File: src/rtl/core/cartesian_to_polar_unwrap_core_macros.svh
// Assertion helpers shared by the core
`ifndef CARTESIAN_TO_POLAR_UNWRAP_CORE_MACROS_SVH
`define CARTESIAN_TO_POLAR_UNWRAP_CORE_MACROS_SVH

// Same-cycle implication, masked during reset
`define C2P_ASSERT_NOW(label, clk, rst, ante, cons, msg) \
   label: assert property (@(posedge clk) disable iff (rst) (ante) |-> (cons)) \
      else $error(msg);

// Next-cycle implication, masked during reset
`define C2P_ASSERT_NEXT(label, clk, rst, ante, cons, msg) \
   label: assert property (@(posedge clk) disable iff (rst) (ante) |=> (cons)) \
      else $error(msg);

`endif

File: src/rtl/core/c2p_pkg.sv
`default_nettype none

package c2p_pkg;

   // Fixed-point layout of the CORDIC engine
   localparam int DEG_FRAC   = 36;   // fraction bits of the angle accumulator
   localparam int TAB_BITS   = 42;   // width of one step angle
   localparam int ACC_BITS   = 46;   // signed angle accumulator
   localparam int CHUNK_BITS = 31;   // partial product operand width
   localparam int XY_BITS    = 2 * CHUNK_BITS;  // signed vector components
   localparam int PROD_BITS  = 4 * CHUNK_BITS;  // radius product
   localparam int GUARD_TOP  = 59;   // coordinates are scaled up to this bit

   // 180/pi as a ratio of integers
   localparam logic [63:0] DEG_NUM = 64'd65684340;
   localparam logic [63:0] DEG_DEN = 64'd1146408;

   // Controller to datapath commands
   typedef struct packed {
      logic capture;
      logic prepare;
      logic iterate;
      logic finish_angle;
      logic multiply;
      logic load_out;
   } c2p_cmd_type;

   // Datapath to controller status
   typedef struct packed {
      logic step_last;
      logic mul_last;
   } c2p_status_type;

   // Restoring division, used for elaboration-time tables only
   function automatic logic [63:0] udiv64(input logic [63:0] num, input logic [63:0] den);
      logic [64:0] rem;
      logic [63:0] quo;
      int          b;
      rem = '0;
      quo = '0;
      for (b = 63; b >= 0; b--) begin
         rem = {rem[63:0], num[b]};
         if (rem >= {1'b0, den}) begin
            rem    = rem - {1'b0, den};
            quo[b] = 1'b1;
         end
      end
      return quo;
   endfunction

   // atan(2^-idx) in degrees with DEG_FRAC fraction bits
   function automatic logic [63:0] step_angle_fn(input int idx);
      logic [63:0] v;
      logic [63:0] term;
      logic [63:0] rad;
      logic [63:0] deg;
      int          k;
      int          e;
      v = '0;
      for (k = 0; k < 32; k++) begin
         e = idx * (2 * k + 1);
         if (e <= 62) begin
            term = udiv64(64'd1 << (62 - e), 64'(2 * k + 1));
            if (k[0]) v = v - term;
            else v = v + term;
         end
      end
      rad = (v + (64'd1 << 25)) >> 26;
      deg = udiv64(rad * DEG_NUM + (DEG_DEN >> 1), DEG_DEN);
      if (idx == 0) deg = 64'd45 << DEG_FRAC;
      return deg;
   endfunction

   // Inverse CORDIC gain with 62 fraction bits
   function automatic logic [63:0] inv_gain_fn(input int steps);
      logic [63:0]  p;
      logic [127:0] n;
      logic [63:0]  r;
      logic [63:0]  t;
      logic [127:0] sq;
      int           i;
      int           b;
      p = 64'd1 << 62;
      for (i = 0; i < 64; i++) begin
         if (i < steps && 2 * i < 62) p = p - udiv64(p, (64'd1 << (2 * i)) + 64'd1);
      end
      n = 128'(p) << 62;
      r = '0;
      for (b = 63; b >= 0; b--) begin
         t  = r | (64'd1 << b);
         sq = 128'(t) * 128'(t);
         if (sq <= n) r = t;
      end
      return r;
   endfunction

endpackage

`default_nettype wire

File: src/rtl/core/c2p_ctrl.sv
`default_nettype none

module c2p_ctrl
   import c2p_pkg::*;
(
   input  wire logic           clock,
   input  wire logic           reset,
   input  wire logic           req_valid,
   output logic                req_ready,
   output logic                rsp_valid,
   input  wire logic           rsp_ready,
   output c2p_cmd_type         cmd,
   input  wire c2p_status_type status
);

   localparam logic [2:0] StIdle  = 3'd0;
   localparam logic [2:0] StPrep  = 3'd1;
   localparam logic [2:0] StIter  = 3'd2;
   localparam logic [2:0] StAngle = 3'd3;
   localparam logic [2:0] StMul   = 3'd4;
   localparam logic [2:0] StDone  = 3'd5;

   logic [2:0] state_ff;
   logic [2:0] state_in;
   logic       rsp_valid_ff;
   logic       rsp_valid_in;

   // Sequence one request through the datapath
   always_comb begin
      state_in = state_ff;
      cmd      = '0;
      case (state_ff)
         StIdle: begin
            if (req_valid) begin
               cmd.capture = 1'b1;
               state_in    = StPrep;
            end
         end
         StPrep: begin
            cmd.prepare = 1'b1;
            state_in    = StIter;
         end
         StIter: begin
            cmd.iterate = 1'b1;
            if (status.step_last) state_in = StAngle;
         end
         StAngle: begin
            cmd.finish_angle = 1'b1;
            state_in         = StMul;
         end
         StMul: begin
            cmd.multiply = 1'b1;
            if (status.mul_last) state_in = StDone;
         end
         StDone: begin
            // hold until the output register is free or being drained
            if (!rsp_valid_ff || rsp_ready) begin
               cmd.load_out = 1'b1;
               state_in     = StIdle;
            end
         end
         default: begin
            state_in = StIdle;
         end
      endcase
   end

   // Output valid: set on load, drop when taken
   assign rsp_valid_in = cmd.load_out | (rsp_valid_ff & ~rsp_ready);

   always_ff @(posedge clock) begin
      if (reset) begin
         state_ff     <= StIdle;
         rsp_valid_ff <= 1'b0;
      end else begin
         state_ff     <= state_in;
         rsp_valid_ff <= rsp_valid_in;
      end
   end

   assign req_ready = (state_ff == StIdle);
   assign rsp_valid = rsp_valid_ff;

endmodule

`default_nettype wire

File: src/rtl/core/c2p_datapath.sv
`default_nettype none

module c2p_datapath
   import c2p_pkg::*;
#(
   parameter int COORD_BITS      = 32,
   parameter int ANGLE_FRAC_BITS = 16,
   parameter int CORDIC_STEPS    = 24,
   parameter int TURN_BITS       = 16
) (
   input  wire logic                                          clock,
   input  wire logic                                          reset,
   input  wire c2p_cmd_type                                   cmd,
   output c2p_status_type                                     status,
   input  wire logic signed [COORD_BITS-1:0]                  req_pos_x,
   input  wire logic signed [COORD_BITS-1:0]                  req_pos_y,
   input  wire logic signed [COORD_BITS-1:0]                  req_pos_z,
   output logic [COORD_BITS-1:0]                              rsp_radius,
   output logic signed [COORD_BITS-1:0]                       rsp_height,
   output logic signed [TURN_BITS+9+ANGLE_FRAC_BITS-1:0]      rsp_joint_angle,
   output logic signed [9+ANGLE_FRAC_BITS-1:0]                rsp_wrapped_angle,
   output logic signed [TURN_BITS-1:0]                        rsp_turn_count_out
);

   localparam int WrapBits   = 9 + ANGLE_FRAC_BITS;
   localparam int JointBits  = TURN_BITS + WrapBits;
   localparam int Guard      = GUARD_TOP - COORD_BITS;
   localparam int StepBits   = $clog2(CORDIC_STEPS);
   localparam int RoundShift = DEG_FRAC - ANGLE_FRAC_BITS;
   localparam int HiBits     = PROD_BITS - 64;
   localparam int RadSumBits = HiBits + 1;

   localparam logic [2:0] QuadNone = 3'd0;
   localparam logic [2:0] Quad1    = 3'd1;
   localparam logic [2:0] Quad2    = 3'd2;
   localparam logic [2:0] Quad3    = 3'd3;
   localparam logic [2:0] Quad4    = 3'd4;

   localparam logic [2:0] PhLl    = 3'd0;
   localparam logic [2:0] PhLh    = 3'd1;
   localparam logic [2:0] PhHl    = 3'd2;
   localparam logic [2:0] PhHh    = 3'd3;
   localparam logic [2:0] PhDrain = 3'd4;

   localparam logic signed [TURN_BITS-1:0] TurnMax =
      TURN_BITS'((64'd1 << (TURN_BITS - 1)) - 64'd1);
   localparam logic signed [TURN_BITS-1:0] TurnMin = -TurnMax;

   localparam logic signed [ACC_BITS-1:0] Acc180     = ACC_BITS'(64'd180 << DEG_FRAC);
   localparam logic signed [ACC_BITS-1:0] AccNeg180  = -Acc180;
   localparam logic signed [ACC_BITS-1:0] RoundBias  = ACC_BITS'(64'd1 << (RoundShift - 1));
   localparam logic signed [ACC_BITS-1:0] WrapLim    = ACC_BITS'(64'd180 << ANGLE_FRAC_BITS);
   localparam logic signed [ACC_BITS-1:0] WrapLimNeg = -WrapLim;

   localparam logic [63:0]           InvGain = inv_gain_fn(CORDIC_STEPS);
   localparam logic [CHUNK_BITS-1:0] GainLo  = InvGain[CHUNK_BITS-1:0];
   localparam logic [CHUNK_BITS-1:0] GainHi  = InvGain[2*CHUNK_BITS-1:CHUNK_BITS];
   localparam logic [RadSumBits-1:0] RadBias = RadSumBits'(64'd1 << (Guard - 3));

   // Step angle table, built at elaboration
   logic [TAB_BITS-1:0] angle_tab [CORDIC_STEPS];
   for (genvar g = 0; g < CORDIC_STEPS; g++) begin : g_tab
      localparam logic [63:0] StepAngle = step_angle_fn(g);
      assign angle_tab[g] = StepAngle[TAB_BITS-1:0];
   end

   logic signed [COORD_BITS-1:0] pos_x_ff, pos_x_in;
   logic signed [COORD_BITS-1:0] pos_y_ff, pos_y_in;
   logic signed [COORD_BITS-1:0] pos_z_ff, pos_z_in;
   logic [2:0]                   last_quadrant_ff, last_quadrant_in;
   logic signed [TURN_BITS-1:0]  turn_count_ff, turn_count_in;
   logic signed [XY_BITS-1:0]    x_ff, x_in;
   logic signed [XY_BITS-1:0]    y_ff, y_in;
   logic signed [ACC_BITS-1:0]   acc_ff, acc_in;
   logic [StepBits-1:0]          step_ff, step_in;
   logic                         zero_ff, zero_in;
   logic signed [JointBits-1:0]  offset_ff, offset_in;
   logic signed [WrapBits-1:0]   wrapped_ff, wrapped_in;
   logic [XY_BITS-1:0]           mag_ff, mag_in;
   logic [2:0]                   phase_ff, phase_in;
   logic [2*CHUNK_BITS-1:0]      pp_ff, pp_in;
   logic [PROD_BITS-1:0]         prod_ff, prod_in;

   logic [COORD_BITS-1:0]        rsp_radius_ff, rsp_radius_in;
   logic signed [COORD_BITS-1:0] rsp_height_ff, rsp_height_in;
   logic signed [JointBits-1:0]  rsp_joint_ff, rsp_joint_in;
   logic signed [WrapBits-1:0]   rsp_wrapped_ff, rsp_wrapped_in;
   logic signed [TURN_BITS-1:0]  rsp_turn_ff, rsp_turn_in;

   logic [2:0]                   req_quadrant;
   logic signed [XY_BITS-1:0]    x_wide, y_wide, x_sel, y_sel;
   logic signed [JointBits-1:0]  turn_wide;
   logic signed [XY_BITS-1:0]    dx, dy;
   logic signed [ACC_BITS-1:0]   step_angle;
   logic signed [ACC_BITS-1:0]   acc_round;
   logic signed [ACC_BITS-1:0]   acc_clamp;
   logic [CHUNK_BITS-1:0]        mul_a, mul_b;
   logic [HiBits-1:0]            prod_hi;
   logic [RadSumBits-1:0]        rad_sum, rad_shift;

   // Classify the incoming request by sign
   always_comb begin
      case ({req_pos_x[COORD_BITS-1], req_pos_y[COORD_BITS-1]})
         2'b00:   req_quadrant = Quad1;
         2'b10:   req_quadrant = Quad2;
         2'b11:   req_quadrant = Quad3;
         default: req_quadrant = Quad4;
      endcase
   end

   // Fold the left half plane onto the right one
   assign x_wide = {{(XY_BITS-COORD_BITS){pos_x_ff[COORD_BITS-1]}}, pos_x_ff};
   assign y_wide = {{(XY_BITS-COORD_BITS){pos_y_ff[COORD_BITS-1]}}, pos_y_ff};
   assign x_sel  = pos_x_ff[COORD_BITS-1] ? -x_wide : x_wide;
   assign y_sel  = pos_x_ff[COORD_BITS-1] ? -y_wide : y_wide;
   assign turn_wide = {{(JointBits-TURN_BITS){turn_count_ff[TURN_BITS-1]}}, turn_count_ff};

   // One CORDIC micro-rotation
   assign dx = y_ff >>> step_ff;
   assign dy = x_ff >>> step_ff;
   assign step_angle = $signed({{(ACC_BITS-TAB_BITS){1'b0}}, angle_tab[step_ff]});

   // Round the accumulator to the output grid and clamp to half a turn
   always_comb begin
      acc_round = (acc_ff + RoundBias) >>> RoundShift;
      acc_clamp = acc_round;
      if (acc_round > WrapLim) acc_clamp = WrapLim;
      if (acc_round < WrapLimNeg) acc_clamp = WrapLimNeg;
   end

   // Partial product operand select
   always_comb begin
      case (phase_ff)
         PhLl: begin
            mul_a = mag_ff[CHUNK_BITS-1:0];
            mul_b = GainLo;
         end
         PhLh: begin
            mul_a = mag_ff[CHUNK_BITS-1:0];
            mul_b = GainHi;
         end
         PhHl: begin
            mul_a = mag_ff[2*CHUNK_BITS-1:CHUNK_BITS];
            mul_b = GainLo;
         end
         PhHh: begin
            mul_a = mag_ff[2*CHUNK_BITS-1:CHUNK_BITS];
            mul_b = GainHi;
         end
         default: begin
            mul_a = '0;
            mul_b = '0;
         end
      endcase
   end

   // Round the scaled radius (it is saturated when the output register is loaded)
   assign prod_hi   = prod_ff[PROD_BITS-1:64];
   assign rad_sum   = {1'b0, prod_hi} + RadBias;
   assign rad_shift = rad_sum >> (Guard - 2);

   // Next-state logic of the datapath registers
   always_comb begin
      pos_x_in         = pos_x_ff;
      pos_y_in         = pos_y_ff;
      pos_z_in         = pos_z_ff;
      last_quadrant_in = last_quadrant_ff;
      turn_count_in    = turn_count_ff;
      x_in             = x_ff;
      y_in             = y_ff;
      acc_in           = acc_ff;
      step_in          = step_ff;
      zero_in          = zero_ff;
      offset_in        = offset_ff;
      wrapped_in       = wrapped_ff;
      mag_in           = mag_ff;
      phase_in         = phase_ff;
      pp_in            = pp_ff;
      prod_in          = prod_ff;
      rsp_radius_in    = rsp_radius_ff;
      rsp_height_in    = rsp_height_ff;
      rsp_joint_in     = rsp_joint_ff;
      rsp_wrapped_in   = rsp_wrapped_ff;
      rsp_turn_in      = rsp_turn_ff;

      // capture the request and step the turn count up or down
      if (cmd.capture) begin
         pos_x_in         = req_pos_x;
         pos_y_in         = req_pos_y;
         pos_z_in         = req_pos_z;
         last_quadrant_in = req_quadrant;
         if (last_quadrant_ff == Quad2 && req_quadrant == Quad3 && turn_count_ff < TurnMax)
            turn_count_in = turn_count_ff + TURN_BITS'(1);
         if (last_quadrant_ff == Quad3 && req_quadrant == Quad2 && turn_count_ff > TurnMin)
            turn_count_in = turn_count_ff - TURN_BITS'(1);
      end

      // load the vector, seed the accumulator, form 360 * turns
      if (cmd.prepare) begin
         x_in    = x_sel <<< Guard;
         y_in    = y_sel <<< Guard;
         acc_in  = '0;
         if (pos_x_ff[COORD_BITS-1]) acc_in = pos_y_ff[COORD_BITS-1] ? AccNeg180 : Acc180;
         step_in = '0;
         zero_in = (pos_x_ff == '0) && (pos_y_ff == '0);
         offset_in = (turn_wide <<< (8 + ANGLE_FRAC_BITS)) + (turn_wide <<< (6 + ANGLE_FRAC_BITS))
                   + (turn_wide <<< (5 + ANGLE_FRAC_BITS)) + (turn_wide <<< (3 + ANGLE_FRAC_BITS));
      end

      // rotate toward the x axis
      if (cmd.iterate) begin
         if (!y_ff[XY_BITS-1]) begin
            x_in   = x_ff + dx;
            y_in   = y_ff - dy;
            acc_in = acc_ff + step_angle;
         end else begin
            x_in   = x_ff - dx;
            y_in   = y_ff + dy;
            acc_in = acc_ff - step_angle;
         end
         step_in = step_ff + StepBits'(1);
      end

      // settle the angle, start the gain correction
      if (cmd.finish_angle) begin
         wrapped_in = zero_ff ? '0 : WrapBits'(acc_clamp);
         mag_in     = x_ff[XY_BITS-1] ? '0 : x_ff;
         phase_in   = PhLl;
         prod_in    = '0;
      end

      // multiply one chunk pair, accumulate the previous one
      if (cmd.multiply) begin
         pp_in    = (2 * CHUNK_BITS)'(mul_a) * (2 * CHUNK_BITS)'(mul_b);
         phase_in = phase_ff + 3'd1;
         case (phase_ff)
            PhLh:    prod_in = prod_ff + PROD_BITS'(pp_ff);
            PhHl:    prod_in = prod_ff + (PROD_BITS'(pp_ff) << CHUNK_BITS);
            PhHh:    prod_in = prod_ff + (PROD_BITS'(pp_ff) << CHUNK_BITS);
            PhDrain: prod_in = prod_ff + (PROD_BITS'(pp_ff) << (2 * CHUNK_BITS));
            default: prod_in = prod_ff;
         endcase
      end

      // fill the output register
      if (cmd.load_out) begin
         rsp_radius_in  = ((rad_shift >> COORD_BITS) != '0) ? '1 : rad_shift[COORD_BITS-1:0];
         rsp_height_in  = pos_z_ff;
         rsp_joint_in   = offset_ff
                        + {{(JointBits-WrapBits){wrapped_ff[WrapBits-1]}}, wrapped_ff};
         rsp_wrapped_in = wrapped_ff;
         rsp_turn_in    = turn_count_ff;
      end
   end

   // Turn tracking state
   always_ff @(posedge clock) begin
      if (reset) begin
         last_quadrant_ff <= QuadNone;
         turn_count_ff    <= '0;
      end else begin
         last_quadrant_ff <= last_quadrant_in;
         turn_count_ff    <= turn_count_in;
      end
   end

   // Working and output registers
   always_ff @(posedge clock) begin
      pos_x_ff       <= pos_x_in;
      pos_y_ff       <= pos_y_in;
      pos_z_ff       <= pos_z_in;
      x_ff           <= x_in;
      y_ff           <= y_in;
      acc_ff         <= acc_in;
      step_ff        <= step_in;
      zero_ff        <= zero_in;
      offset_ff      <= offset_in;
      wrapped_ff     <= wrapped_in;
      mag_ff         <= mag_in;
      phase_ff       <= phase_in;
      pp_ff          <= pp_in;
      prod_ff        <= prod_in;
      rsp_radius_ff  <= rsp_radius_in;
      rsp_height_ff  <= rsp_height_in;
      rsp_joint_ff   <= rsp_joint_in;
      rsp_wrapped_ff <= rsp_wrapped_in;
      rsp_turn_ff    <= rsp_turn_in;
   end

   assign status.step_last = (step_ff == StepBits'(CORDIC_STEPS - 1));
   assign status.mul_last  = (phase_ff == PhDrain);

   assign rsp_radius         = rsp_radius_ff;
   assign rsp_height         = rsp_height_ff;
   assign rsp_joint_angle    = rsp_joint_ff;
   assign rsp_wrapped_angle  = rsp_wrapped_ff;
   assign rsp_turn_count_out = rsp_turn_ff;

endmodule

`default_nettype wire

File: src/rtl/core/cartesian_to_polar_unwrap_core.sv
// One request is handled at a time: the single shift-add CORDIC unit does one micro-rotation
// per cycle, followed by a four-pass radius multiply, and the next request is taken only
// once the result has been loaded into the output register.
// A finished result waits in the output register while the next request is taken.
// Reset (synchronous, active high) idles the controller, drops rsp_valid and clears the
// turn count and the last seen quadrant.
`default_nettype none

`include "cartesian_to_polar_unwrap_core_macros.svh"

module cartesian_to_polar_unwrap_core
   import c2p_pkg::*;
#(
   parameter int COORD_BITS      = 32,
   parameter int ANGLE_FRAC_BITS = 16,
   parameter int CORDIC_STEPS    = 24,
   parameter int TURN_BITS       = 16
) (
   input  wire logic                                     clock,
   input  wire logic                                     reset,
   input  wire logic                                     req_valid,
   output logic                                          req_ready,
   input  wire logic signed [COORD_BITS-1:0]             req_pos_x,
   input  wire logic signed [COORD_BITS-1:0]             req_pos_y,
   input  wire logic signed [COORD_BITS-1:0]             req_pos_z,
   output logic                                          rsp_valid,
   input  wire logic                                     rsp_ready,
   output logic [COORD_BITS-1:0]                         rsp_radius,
   output logic signed [COORD_BITS-1:0]                  rsp_height,
   output logic signed [TURN_BITS+9+ANGLE_FRAC_BITS-1:0] rsp_joint_angle,
   output logic signed [9+ANGLE_FRAC_BITS-1:0]           rsp_wrapped_angle,
   output logic signed [TURN_BITS-1:0]                   rsp_turn_count_out
);

   localparam int WrapBits = 9 + ANGLE_FRAC_BITS;
   localparam logic signed [WrapBits-1:0]  WrapLim    = WrapBits'(64'd180 << ANGLE_FRAC_BITS);
   localparam logic signed [WrapBits-1:0]  WrapLimNeg = -WrapLim;
   localparam logic signed [TURN_BITS-1:0] TurnMin    = TURN_BITS'(64'd1 << (TURN_BITS - 1));

   c2p_cmd_type    cmd;
   c2p_status_type status;

   c2p_ctrl u_ctrl (
      .clock     (clock),
      .reset     (reset),
      .req_valid (req_valid),
      .req_ready (req_ready),
      .rsp_valid (rsp_valid),
      .rsp_ready (rsp_ready),
      .cmd       (cmd),
      .status    (status)
   );

   c2p_datapath #(
      .COORD_BITS      (COORD_BITS),
      .ANGLE_FRAC_BITS (ANGLE_FRAC_BITS),
      .CORDIC_STEPS    (CORDIC_STEPS),
      .TURN_BITS       (TURN_BITS)
   ) u_datapath (
      .clock              (clock),
      .reset              (reset),
      .cmd                (cmd),
      .status             (status),
      .req_pos_x          (req_pos_x),
      .req_pos_y          (req_pos_y),
      .req_pos_z          (req_pos_z),
      .rsp_radius         (rsp_radius),
      .rsp_height         (rsp_height),
      .rsp_joint_angle    (rsp_joint_angle),
      .rsp_wrapped_angle  (rsp_wrapped_angle),
      .rsp_turn_count_out (rsp_turn_count_out)
   );

   // Only one request in flight
   `C2P_ASSERT_NEXT(a_one_in_flight, clock, reset, req_valid && req_ready, !req_ready, "request taken while busy")
   // Results appear only through an output load
   `C2P_ASSERT_NOW(a_valid_from_load, clock, reset, $rose(rsp_valid), $past(cmd.load_out), "rsp_valid without load")
   // Turn count saturates symmetrically
   `C2P_ASSERT_NOW(a_turn_sat, clock, reset, rsp_valid, rsp_turn_count_out != TurnMin, "turn count past its limit")
   // Wrapped angle stays within half a turn
   `C2P_ASSERT_NOW(a_wrap_range, clock, reset, rsp_valid, (rsp_wrapped_angle <= WrapLim) && (rsp_wrapped_angle >= WrapLimNeg), "wrapped angle out of range")

endmodule

`default_nettype wire

File: config.mk
export PLATFORM = sky130hd
export DESIGN_NAME = cartesian_to_polar_unwrap_core
export DESIGN_NICKNAME = d
export VERILOG_FILES = /design/src/rtl/core/c2p_pkg.sv /design/src/rtl/core/c2p_ctrl.sv /design/src/rtl/core/c2p_datapath.sv /design/src/rtl/core/cartesian_to_polar_unwrap_core.sv
export VERILOG_INCLUDE_DIRS = /design/src /design/src/rtl/core
export SDC_FILE = /design/constraint.sdc
export NUM_CORES = 2
export LEC_CHECK = 0
export ABC_CLOCK_PERIOD_IN_PS = 29200
export BUFFER_PORTS_ARGS = -buffer_cell sky130_fd_sc_hd__buf_2
export CAP_MARGIN = 40
export CORE_ASPECT_RATIO = 1.25
export CORE_MARGIN = 5
export CORE_UTILIZATION = 70
export DETAILED_ROUTE_END_ITERATION = 10
export PLACE_DENSITY = 0.88
export SLEW_MARGIN = 10
export SYNTH_ARGS = -nofsm -noshare
export SYNTH_HDL_FRONTEND = slang
export SYNTH_SLANG_ARGS = --single-unit
File: constraint.sdc
create_clock -name clock -period 29.2 [get_ports clock]
set_clock_uncertainty 0.2 [all_clocks]
set_input_delay 1.46 -clock clock [delete_from_list [all_inputs] [get_ports clock]]
set_output_delay 1.46 -clock clock [all_outputs]
set_load 0.05 [all_outputs]
==> metrics.txt <==
outcome=finished, final reports clean; M1 wire length=103000 µm; number of synthesized register bits=719; Crit-path slowest cell=a211oi_1; class of the most critical setup path=flop to flop; Cell Count, Final, Fillers Out=around 12000; layout-stage area growth over the synthesis result=5.52%; number of search-and-repair iterations in the first detailed-routing pass=9; number of placed instances with taps included=between 10000 and 15000; core region area=~130000 µm²; internal portion of total power=2700 µW; Hold Path Depth=0; EDFF count, synth=slightly below 700; register area share after synthesis=0.233; Crit path largest cell delay=0.62 ns; Routed wire per std cell=27.8 µm; post-synth top area share=0.228; Static Leak=about 0.044 µW; cell with the most instances after synthesis=inv_1; largest area contributor in the synthesized netlist=edfxtp_1; number of violations of the max-capacitance limit=0; cts hold-fix bufs=0; Sw Pwr=roughly 2000 µW; portion of total power attributed to combinational logic=0.503; number of placed I/O pins=~250; yosys synthesis warning count=0; highest achievable clock rate=0.0867 GHz; Post-synth top cells=inv_1 (1086), ha_1 (847), nand2_1 (796); VDD IR-drop max=0.0000695 V; wire length of the first global-routing pass=~480000 µm; main flop type after synthesis=edfxtp_1; Netlist cell types=112; proportion of register bits with asynchronous set or reset after synthesis=0; Layout Utilization=0.744; clock sink count=between 700 and 800; Period Utilization, post-route=0.395; via count normalized by instance count=6.92; clock input transition at the sequential cells of the worst setup and hold paths=around 0.06 ns; shortest clock period the worst path allows after layout=about 12 ns; initial antenna violation count=12; DIE WIDTH=between 300 and 400 µm; total via count in the routed design=roughly 80000; detailed-routed wire length on met3=31000 µm; slack of the worst reg-to-reg path=about 18 ns; Finish-stage setup viols=0; cells resized by post-CTS repair=0; Clock Latency Late Sink=0.78 ns; top layer used by detailed routing=met5; proportion of layout cells with a drive suffix above 1=0.0824; required time of the critical path=just under 30 ns; number of buffers on the longest clock path=3; Avg Cell Area, Syn=around 9.4 µm²; vias in the first global route=just over 80000; RSZ-0062 raised after global routing=no; GPL Wtd Cong=1.07; transition time at the pin with the least slew margin=0.957 ns; worst path setup slack after routing=17.66 ns; Arrival @ worst endpoint=11.82 ns; Post-Place Worst Slack=roughly 18 ns; final count of pins violating max slew=0; number of clock buffers inserted by TritonCTS=78; Post-CTS Setup Bufs=0; Nets=11400; Post-Synthesis Cell Area=about 90000 µm²; normalized max-slew margin=0.362; largest net degree at the start of global routing=between 100 and 150; origin of the critical flop-to-flop path=u_datapath.phase_ff[1]; DRC violations left=0; # port buffers=around 250; global-route congestion overflow total=0; dpl hpwl=250000 µm; root buf cell=clkbuf_16; Gate Count Post-Synth=about 9800; synthesized netlist net count=11400; switching power as a share of total power=0.431; total negative setup slack=0 ns; TritonCTS clock tree=yes; hold worst-path end=u_datapath.rsp_wrapped_angle[4]; critical register-to-register path endpoint=u_datapath.pp_ff[60]; placement row count=between 100 and 150; leading post-synthesis cells by cell area=edfxtp_1 (23%), fa_1 (15%), ha_1 (12%); hold wc startpoint=u_datapath.wrapped_ff[4]; Final Routed Wirelength=between 300000 and 400000 µm; floorplan die area=~140000 µm²; power density relative to cell area=49.1 nW/µm²; Initial Utilization=0.705; worst hold path type=flop to flop; Critical Path End Type=flop; portion of total power attributed to the clock network=0.221; reg2reg path depth=36; largest fanout on the critical path=34; combined global-route utilization of all metal layers=0.455; number of levels the H-tree was split into=3; Sequential Power Share=0.277; residual antenna-violating net count after detailed routing=0; Vert. Die Dim=between 400 and 500 µm; final count of hold timing violations=0; critical path launch point type=flop; sum of met2 wire segment lengths after detailed routing=150000 µm; Starting DRT DRC Count=between 9000 and 10000
==> registers in the layout (all words and copies together) (netlist names), 5 cells and up <==
| signal | flops |
|---|---|
| u_datapath.acc_ff | 46 |
| u_datapath.mag_ff | 61 |
| u_datapath.offset_ff | 22 |
| u_datapath.pos_x_ff | 32 |
| u_datapath.pos_y_ff | 32 |
| u_datapath.pos_z_ff | 32 |
| u_datapath.pp_ff | 62 |
| u_datapath.prod_ff | 124 |
| u_datapath.rsp_height | 32 |
| u_datapath.rsp_joint_angle | 22 |
| u_datapath.rsp_radius | 32 |
| u_datapath.rsp_turn_count_out | 16 |
| u_datapath.rsp_wrapped_angle | 25 |
| u_datapath.step_ff | 5 |
| u_datapath.turn_count_ff | 16 |
| u_datapath.wrapped_ff | 25 |
| u_datapath.x_ff | 62 |
| u_datapath.y_ff | 62 |
==> cell families after synthesis <==
logic type | Yosys count | synth area share
fa+ha+maj | 1545 | 0.268
buf+inv | 1539 | 0.0687
flops | 719 | 0.233
simple gates | 2575 | 0.132
compound gates | 2214 | 0.152
mux | 448 | 0.0748
xor+xnor | 754 | 0.0720
==> worst max path at each step <==
stage / cells after the start / start / end
finish: 36 / u_datapath.phase_ff[1] / u_datapath.pp_ff[60]
global route: 36 / u_datapath.phase_ff[1] / u_datapath.pp_ff[60]
CTS: 36 / u_datapath.phase_ff[1] / u_datapath.pp_ff[60]
detailed placement: 36 / u_datapath.phase_ff[1] / u_datapath.pp_ff[60]
global placement: 36 / u_datapath.phase_ff[1] / u_datapath.pp_ff[60]
floorplan: 6 / u_ctrl.state_ff[2] / u_datapath.prod_ff[0]
==> cells in the final DEF (no fill, tap or decap), drive strengths merged, types with 78 or more instances in the layout <==
cell type	synthesis	layout
inv	1088	1093
ha	847	847
nand2	796	796
nor2	745	745
a21oi	726	726
fa	697	697
edfxtp	696	696
xnor2	465	465
o21ai	395	395
buf	172	361
xor2	289	289
a21o	281	281
mux2i	210	210
nand3	189	189
mux4	173	173
nor3	138	138
nor2b	134	134
nand4	128	128
a31oi	103	103
clkbuf	277	97
and3	95	95
o21a	80	80
nand2b	79	79
a211oi	78	78
==> metal layers <==
metal	global-route usage	vias up
li1	-	34500
met1	0.502	38300
met2	0.742	5554
met3	0.0970	1798
met4	0.400	4
met5	0	-
==> worst max-delay path: cells and delay by family, from the launching register on <==
kind	cells	cell delay, ns
flip-flops	1	0.33
AO/OA/AOI/OAI	11	2.96
adder cells (fa/ha/maj)	10	4.58
AND/OR/NAND/NOR	5	1.45
buffers and inverters	9	1.64
XOR/XNOR	1	0.14
==> through the flow <==
stage / hold WS, ns / instance area, µm² / power [µW]
after global placement: 0.201 / 93800 / 3520
after floorplan: 0.200 / 91800 / 2990
after global routing: 0.222 / 96800 / 4970
after CTS: 0.213 / 96600 / 4660
after detailed placement: 0.205 / 94000 / 3600
final: 0.218 / 96800 / 4750
==> power groups by stage <==
stage          Clock, µW  Sequential, µW  Combinational (µW)
3_3_place_gp           0            1320                2200
3_5_place_dp           0            1330                2270
2_1_floorplan          0            1290                1700
6_report            1050            1310                2390
4_1_cts             1050            1310                2310
5_1_grt             1090            1310                2570
==> final cells by class <==
cell class / count / area, µm²
Timing Repair Buffer: 365 / 2330
Antenna cell: 15 / 37.5
Tap cell: 1725 / 2160
Clock buffer: 93 / 2040
Fill cell: 9210 / 33300
Multi-Input combinational cell: 7536 / 64200
Clock inverter: 49 / 612
Sequential cell: 719 / 21400
Inverter: 1090 / 4100
(Power assumes the default switching activity.)
